## src/sv/tpb_pkg.sv

```systemverilog
package tpb_pkg;

    localparam int unsigned ChanWidth  = 8;
    localparam int unsigned ModeWidth  = 4;
    localparam int unsigned CfgIdxW    = 1;
    localparam int unsigned CfgDataW   = 8;

    localparam logic [ChanWidth-1:0] FireTint  = 8'h70;
    localparam logic [ChanWidth-1:0] Fx1Limit  = 8'd2;
    localparam logic [ChanWidth-1:0] AlphaMax  = 8'd255;
    localparam logic [ChanWidth-1:0] AlphaInit = 8'd128;

    localparam int unsigned FogScale  = 21;
    localparam int unsigned FogRecip  = 5243;
    localparam int unsigned FogShift  = 17;
    localparam int unsigned FogProdW  = 25;

    typedef enum logic [ModeWidth-1:0] {
        MODE_ALPHA   = 4'd0,
        MODE_QUARTER = 4'd1,
        MODE_EIGHTH  = 4'd2,
        MODE_HALF    = 4'd3,
        MODE_FIRE    = 4'd4,
        MODE_FX1     = 4'd5,
        MODE_THREEQ  = 4'd6,
        MODE_SHADE   = 4'd7,
        MODE_FUZZ    = 4'd8,
        MODE_FOG     = 4'd9,
        MODE_OPAQUE  = 4'd10
    } blend_mode_t;

    typedef enum logic [CfgIdxW-1:0] {
        CFG_BLEND_MODE = 1'd0,
        CFG_ALPHA      = 1'd1
    } cfg_index_t;

    typedef logic [ChanWidth-1:0] chan_t;

    // (255 - a) * 84 / 100, as (255 - a) * 21 / 25 by reciprocal
    function automatic chan_t fog_rest(input chan_t a);
        logic [FogProdW-1:0] prod;
        begin
            prod = FogProdW'(AlphaMax - a) * FogProdW'(FogScale) * FogProdW'(FogRecip);
            fog_rest = prod[FogShift +: ChanWidth];
        end
    endfunction

    function automatic chan_t mix_channel(
        input blend_mode_t mode,
        input chan_t       s,
        input chan_t       d,
        input chan_t       a,
        input chan_t       rest,
        input chan_t       idx,
        input logic        fx1_translucent
    );
        logic [16:0] wsum;
        logic [10:0] nsum;
        logic [15:0] prod;
        chan_t       r;
        begin
            wsum = 17'd0;
            nsum = 11'd0;
            prod = 16'd0;
            case (mode)
                MODE_ALPHA:
                begin
                    wsum = 17'(d * (AlphaMax - a)) + 17'(s * a);
                    r    = wsum[15:8];
                end
                MODE_QUARTER:
                begin
                    nsum = 11'(d) * 11'd3 + 11'(s);
                    r    = nsum[9:2];
                end
                MODE_EIGHTH:
                begin
                    nsum = 11'(d) * 11'd7 + 11'(s);
                    r    = nsum[10:3];
                end
                MODE_FIRE:
                begin
                    nsum = 11'(d | ((s >> 1) & FireTint)) + 11'(s);
                    r    = nsum[8:1];
                end
                MODE_FX1:
                begin
                    nsum = 11'(d) + 11'(s);
                    r    = fx1_translucent ? nsum[8:1] : s;
                end
                MODE_THREEQ:
                begin
                    nsum = 11'(s) * 11'd3 + 11'(d);
                    r    = nsum[9:2];
                end
                MODE_SHADE:
                begin
                    prod = d * idx;
                    r    = prod[12:5];
                end
                MODE_FUZZ:
                begin
                    r = d - (d >> 3);
                end
                MODE_FOG:
                begin
                    wsum = 17'(d * rest) + 17'(s * a);
                    r    = wsum[15:8];
                end
                MODE_OPAQUE:
                begin
                    r = s;
                end
                default:
                begin
                    nsum = 11'(d) + 11'(s);
                    r    = nsum[8:1];
                end
            endcase
            mix_channel = r;
        end
    endfunction

endpackage

```

## src/sv/translucent_pixel_blender_core.sv

```systemverilog
// RGB888 per-pixel compositing unit.
// Input channel: in_valid / in_ready carry one pixel beat: source colour,
// destination colour, texel palette index and translucency map byte.
// Output channel: out_valid / out_ready carry the new destination colour.
// Config port: cfg_we writes cfg_data into register cfg_index
// (0 blend mode, 1 alpha) on the same edge; write only while idle.
// Path: an accepted beat is held in the input register, then in the output register.
// Throughput: one pixel per clock while out_ready is high; the blend math
// for a pixel is combinational between the input and output registers.
// Stall: when out_ready is low the result holds; the input register still
// takes a beat while it is empty, then in_ready drops until the output
// drains. No beat is lost or repeated.
// Reset: both pipeline stages empty, blend mode half, alpha 128.
module translucent_pixel_blender_core (
    input  logic                     clk,
    input  logic                     rst_n,
    input  logic                     cfg_we,
    input  logic [tpb_pkg::CfgIdxW-1:0]  cfg_index,
    input  logic [tpb_pkg::CfgDataW-1:0] cfg_data,
    input  logic                     in_valid,
    output logic                     in_ready,
    input  tpb_pkg::chan_t           src_red,
    input  tpb_pkg::chan_t           src_green,
    input  tpb_pkg::chan_t           src_blue,
    input  tpb_pkg::chan_t           dst_red,
    input  tpb_pkg::chan_t           dst_green,
    input  tpb_pkg::chan_t           dst_blue,
    input  tpb_pkg::chan_t           source_index,
    input  tpb_pkg::chan_t           map_entry,
    output logic                     out_valid,
    input  logic                     out_ready,
    output tpb_pkg::chan_t           out_red,
    output tpb_pkg::chan_t           out_green,
    output tpb_pkg::chan_t           out_blue
);
    import tpb_pkg::*;

    blend_mode_t mode_reg;
    chan_t       alpha_reg;
    chan_t       fog_rest_reg;

    logic  in_valid_reg;
    chan_t sr_reg, sg_reg, sb_reg;
    chan_t dr_reg, dg_reg, db_reg;
    chan_t idx_reg, map_reg;

    logic  out_valid_reg;
    chan_t out_red_reg, out_green_reg, out_blue_reg;
    chan_t out_red_next, out_green_next, out_blue_next;

    logic  out_take;
    logic  fx1_translucent;
    chan_t diff;

    always_ff @(posedge clk or negedge rst_n)
    begin
        if (!rst_n)
        begin
            mode_reg     <= MODE_HALF;
            alpha_reg    <= AlphaInit;
            fog_rest_reg <= fog_rest(AlphaInit);
        end
        else if (cfg_we)
        begin
            case (cfg_index_t'(cfg_index))
                CFG_BLEND_MODE:
                begin
                    mode_reg <= blend_mode_t'(cfg_data[ModeWidth-1:0]);
                end
                CFG_ALPHA:
                begin
                    alpha_reg    <= cfg_data[ChanWidth-1:0];
                    fog_rest_reg <= fog_rest(cfg_data[ChanWidth-1:0]);
                end
                default:
                begin
                end
            endcase
        end
    end

    assign out_take = !out_valid_reg || out_ready;
    assign in_ready = !in_valid_reg || out_take;

    always_ff @(posedge clk or negedge rst_n)
    begin
        if (!rst_n)
        begin
            in_valid_reg  <= 1'b0;
            out_valid_reg <= 1'b0;
        end
        else
        begin
            if (in_ready)
            begin
                in_valid_reg <= in_valid;
            end
            if (out_take)
            begin
                out_valid_reg <= in_valid_reg;
            end
        end
    end

    always_ff @(posedge clk)
    begin
        if (in_valid && in_ready)
        begin
            sr_reg  <= src_red;
            sg_reg  <= src_green;
            sb_reg  <= src_blue;
            dr_reg  <= dst_red;
            dg_reg  <= dst_green;
            db_reg  <= dst_blue;
            idx_reg <= source_index;
            map_reg <= map_entry;
        end
        if (out_take && in_valid_reg)
        begin
            out_red_reg   <= out_red_next;
            out_green_reg <= out_green_next;
            out_blue_reg  <= out_blue_next;
        end
    end

    always_comb
    begin
        diff            = (idx_reg >= map_reg) ? (idx_reg - map_reg) : (map_reg - idx_reg);
        fx1_translucent = diff > Fx1Limit;
        out_red_next    = mix_channel(mode_reg, sr_reg, dr_reg, alpha_reg, fog_rest_reg,
                                      idx_reg, fx1_translucent);
        out_green_next  = mix_channel(mode_reg, sg_reg, dg_reg, alpha_reg, fog_rest_reg,
                                      idx_reg, fx1_translucent);
        out_blue_next   = mix_channel(mode_reg, sb_reg, db_reg, alpha_reg, fog_rest_reg,
                                      idx_reg, fx1_translucent);
    end

    assign out_valid = out_valid_reg;
    assign out_red   = out_red_reg;
    assign out_green = out_green_reg;
    assign out_blue  = out_blue_reg;

endmodule

```

## config.mk

```make
export PLATFORM = sky130hd
export DESIGN_NAME = translucent_pixel_blender_core
export DESIGN_NICKNAME = d
export VERILOG_FILES = /design/src/sv/tpb_pkg.sv /design/src/sv/translucent_pixel_blender_core.sv
export SDC_FILE = /design/constraint.sdc
export NUM_CORES = 2
export LEC_CHECK = 0
export ABC_CLOCK_PERIOD_IN_PS = 8100
export BUFFER_PORTS_ARGS = -buffer_cell sky130_fd_sc_hd__buf_4
export CAP_MARGIN = 20
export CELL_PAD_IN_SITES_DETAIL_PLACEMENT = 0
export CELL_PAD_IN_SITES_GLOBAL_PLACEMENT = 1
export CORE_UTILIZATION = 47
export CTS_BUF_LIST = sky130_fd_sc_hd__clkbuf_16
export DETAILED_ROUTE_END_ITERATION = 12
export MAX_ROUTING_LAYER = met4
export PLACE_DENSITY = 0.85
export SETUP_SLACK_MARGIN = 0.02
export SYNTH_ARGS = -nofsm -noshare
export SYNTH_HDL_FRONTEND = slang
export SYNTH_SLANG_ARGS = --single-unit
```

## constraint.sdc

```tcl
create_clock -name clk -period 8.1 [get_ports clk]
set_input_delay 0.405 -clock clk [delete_from_list [all_inputs] [get_ports clk]]
set_output_delay 0.405 -clock clk [all_outputs]
set_load 0.005 [all_outputs]
```

==> results.sh <==
export IMPL_status="finished, final reports clean"
export IMPL_dp_hpwl_um=95600
export IMPL_synthTopCellsByArea="fa_1 32%, ha_1 20%, inv_1 7.9%"
export IMPL_drive_gt1_share_pct=8.87
export IMPL_min_from="dst_green[6]"
export IMPL_syn2layout_area_growth_pct=9.19
export IMPL_post_drt_wl_per_cell_um=20.8
export IMPL_vias_per_cell=5.52
export IMPL_drt_iter0_markers=1875
export IMPL_tightestPinTransition_ns=0.988
export IMPL_setup_viol=0
export IMPL_hold_viol_final=0
export IMPL_worst_path_max_fanout=9
export IMPL_yosysTopAreaCell="fa_1"
export IMPL_fin_nets=5996
export IMPL_hold_class="in -> reg"
export IMPL_num_io_pins=104
export IMPL_htree_levels=3
export IMPL_yosysWarningCount=0
export IMPL_yosysMostFrequentCell="inv_1"
export IMPL_synth_edff_count=88
export IMPL_tns_ns=0
export IMPL_path_clk_slew_ns=0.10
export IMPL_cts_tree="yes"
export IMPL_reg2reg_from="sr_reg[2]"
export IMPL_drc=0
export IMPL_clock_skew_final_ns=0.0214
export IMPL_die_y_um=296
export IMPL_r2r_end="out_red[6]"
export IMPL_arrival_ns=8.11
export IMPL_synth_seq_cells=110
export IMPL_dp_cells=5736
export IMPL_dieWidth_um=296
export IMPL_grtUsageTotal_pct=29.1
export IMPL_seq_area_frac_synth_pct=7.89
export IMPL_synth_fp_nets=5855
export IMPL_post_route_util_pct=51.9
export IMPL_grt_pass1_wl_um=187000
export IMPL_start_util_pct=47.6
export IMPL_core_area_sq_mm=0.0853
export IMPL_layout_min_cycle_time_ns=7.91
export IMPL_grt_pass1_vias=33300
export IMPL_fin_crit_sh_pct=97.7
export IMPL_synth_cell_types=84
export IMPL_grt_start_max_net_pins=45
export IMPL_synth_common_cells="850 x inv_1, 652 x fa_1, 637 x ha_1, 338 x nand2_1, 284 x and2_1"
export IMPL_hold_path_depth=1
export IMPL_cts_buffer_depth=2
export IMPL_r2r_slack_ns=0.19
export IMPL_drt_pass1_iter_count=5
export IMPL_portBuffers=103
export IMPL_fmax_mhz=126
export IMPL_max_slew_margin_pct=34.2
export IMPL_num_vias=31900
export IMPL_mappedNetlistArea_sq_mm=0.0406
export IMPL_grt_setup_unrepaired="yes"
export IMPL_critical_path_class="reg -> reg"
export IMPL_async_reset_ff_share_pct=20.0
export IMPL_root_buffer="clkbuf_16"
export IMPL_stdcell_count=5780
export IMPL_r2r_cells=27
export IMPL_syn_inst=4488
export IMPL_die_area_sq_mm=0.0875
export IMPL_avgSynthCellArea_sq_um=9.04
export IMPL_end_kind="flip-flop"
export IMPL_overflow=0
export IMPL_antenna_left=0
export IMPL_cap_viol_max_count=0
export IMPL_cts_inserted_buffers=9
export IMPL_totalWireLength_um=120000
export IMPL_worst_hold_slack_ns=0.134
export IMPL_worstSetupStartpointType="flip-flop"
export IMPL_cts_sinks=110
export IMPL_yosysTopAreaCellShare_pct=32.2
export IMPL_insertion_delay_ns=0.45
export IMPL_required_ns=8.30
export IMPL_globalplace_congestion=0.959
export IMPL_maxSlewViolCount=0
export IMPL_synthFlopType="edfxtp_1"
export IMPL_min_to="dg_reg[6]"
export IMPL_antenna_found_initial=7
export IMPL_row_count=107
worst max-delay path by stage:
stage	depth (start not counted)	start	to
after floorplan	27	alpha_reg[7]	out_blue[7]
after global placement	30	cfg_data[3]	fog_rest_reg[7]
after detailed placement	30	cfg_data[3]	fog_rest_reg[7]
after CTS	28	alpha_reg[7]	out_green[7]
after global routing	27	sr_reg[2]	out_red[6]
final	27	sr_reg[2]	out_red[6]
cells by family after synthesis:
| kind of cell | count (synthesis) | synth area share (%) |
|---|---|---|
| DFF | 110 | 7.89 |
| and+or+nand+nor | 1237 | 15.6 |
| muxes | 17 | 0.435 |
| AOI/OAI and AO/OA | 578 | 9.63 |
| buffers and inverters | 1027 | 9.56 |
| adders and majority gates | 1289 | 51.8 |
| xor gates and xnor gates | 230 | 5.10 |
per-stage QoR:
stage               worst slack [ns]  instance area [sq um]
floorplan                     0.0946                  40600
global placement             -0.0593                  43500
detailed placement            -0.185                  43500
CTS                           0.0555                  43800
global route                 -0.0224                  44300
finish                         0.190                  44300
what timing repair did:
| item | 4_1_cts | 5_1_grt |
|---|---|---|
| resized for setup | 1 | 51 |
| hold endpoints to repair | 15 | 0 |
| hold buffers | 1 | 0 |
| endpoints found under the setup margin | 4 | 21 |
| pin swaps | 0 | 25 |
| gates cloned | 0 | 3 |
| buffers inserted | 0 | 21 |
critical path, stage by stage (launching register included):
cell and delay (ns):
edfxtp_1 0.53, buf_6 0.23, and2_1 0.18, fa_1 0.44
fa_1 0.44, ha_1 0.29, inv_1 0.05, fa_1 0.48
inv_1 0.06, ha_4 0.22, nor2b_1 0.14, o31a_1 0.25
a21o_1 0.21, buf_4 0.15, fa_1 0.50, fa_1 0.52
inv_1 0.06, fa_1 0.56, fa_1 0.43, ha_1 0.21
or3_1 0.38, o211ai_1 0.29, nand3b_1 0.17, mux2i_1 0.25
o22ai_2 0.13, nor3_2 0.25, a21oi_1 0.09, a2bb2oi_1 0.14
placed cells by master, fill, tap and decap left out, types with 54 or more instances in the layout:
master / Yosys / routed
inv_1: 850 / 849
fa_1: 652 / 650
ha_1: 637 / 635
nand2_1: 338 / 338
and2_1: 284 / 283
buf_4: 1 / 283
nor2_1: 219 / 219
xnor2_1: 158 / 153
nand2b_1: 116 / 116
a21oi_1: 119 / 112
o21ai_0: 106 / 100
edfxtp_1: 88 / 88
nor2b_1: 80 / 80
xor2_1: 68 / 67
nor3_1: 60 / 54
cell type report:
class | count | area [sq um]
clock inverter | 7 | 83.8
clock buffer | 9 | 225
antenna | 2 | 5.00
timing repair buffer | 298 | 2360
tap | 1144 | 1430
sequential | 110 | 3220
multi-input combinational | 3351 | 33800
inverter | 859 | 3220
fill | 8009 | 41000
routing by layer:
layer / GRT usage, % / part of all wire (%)
met5: - / 0
met4: 14.3 / 5.6
met3: 3.78 / 5.8
met2: 49.2 / 49
met1: 34.0 / 40
Power is left out: the tool's default activity adds up to more than one toggle a clock period on the data nets, which glitch-free logic cannot reach.
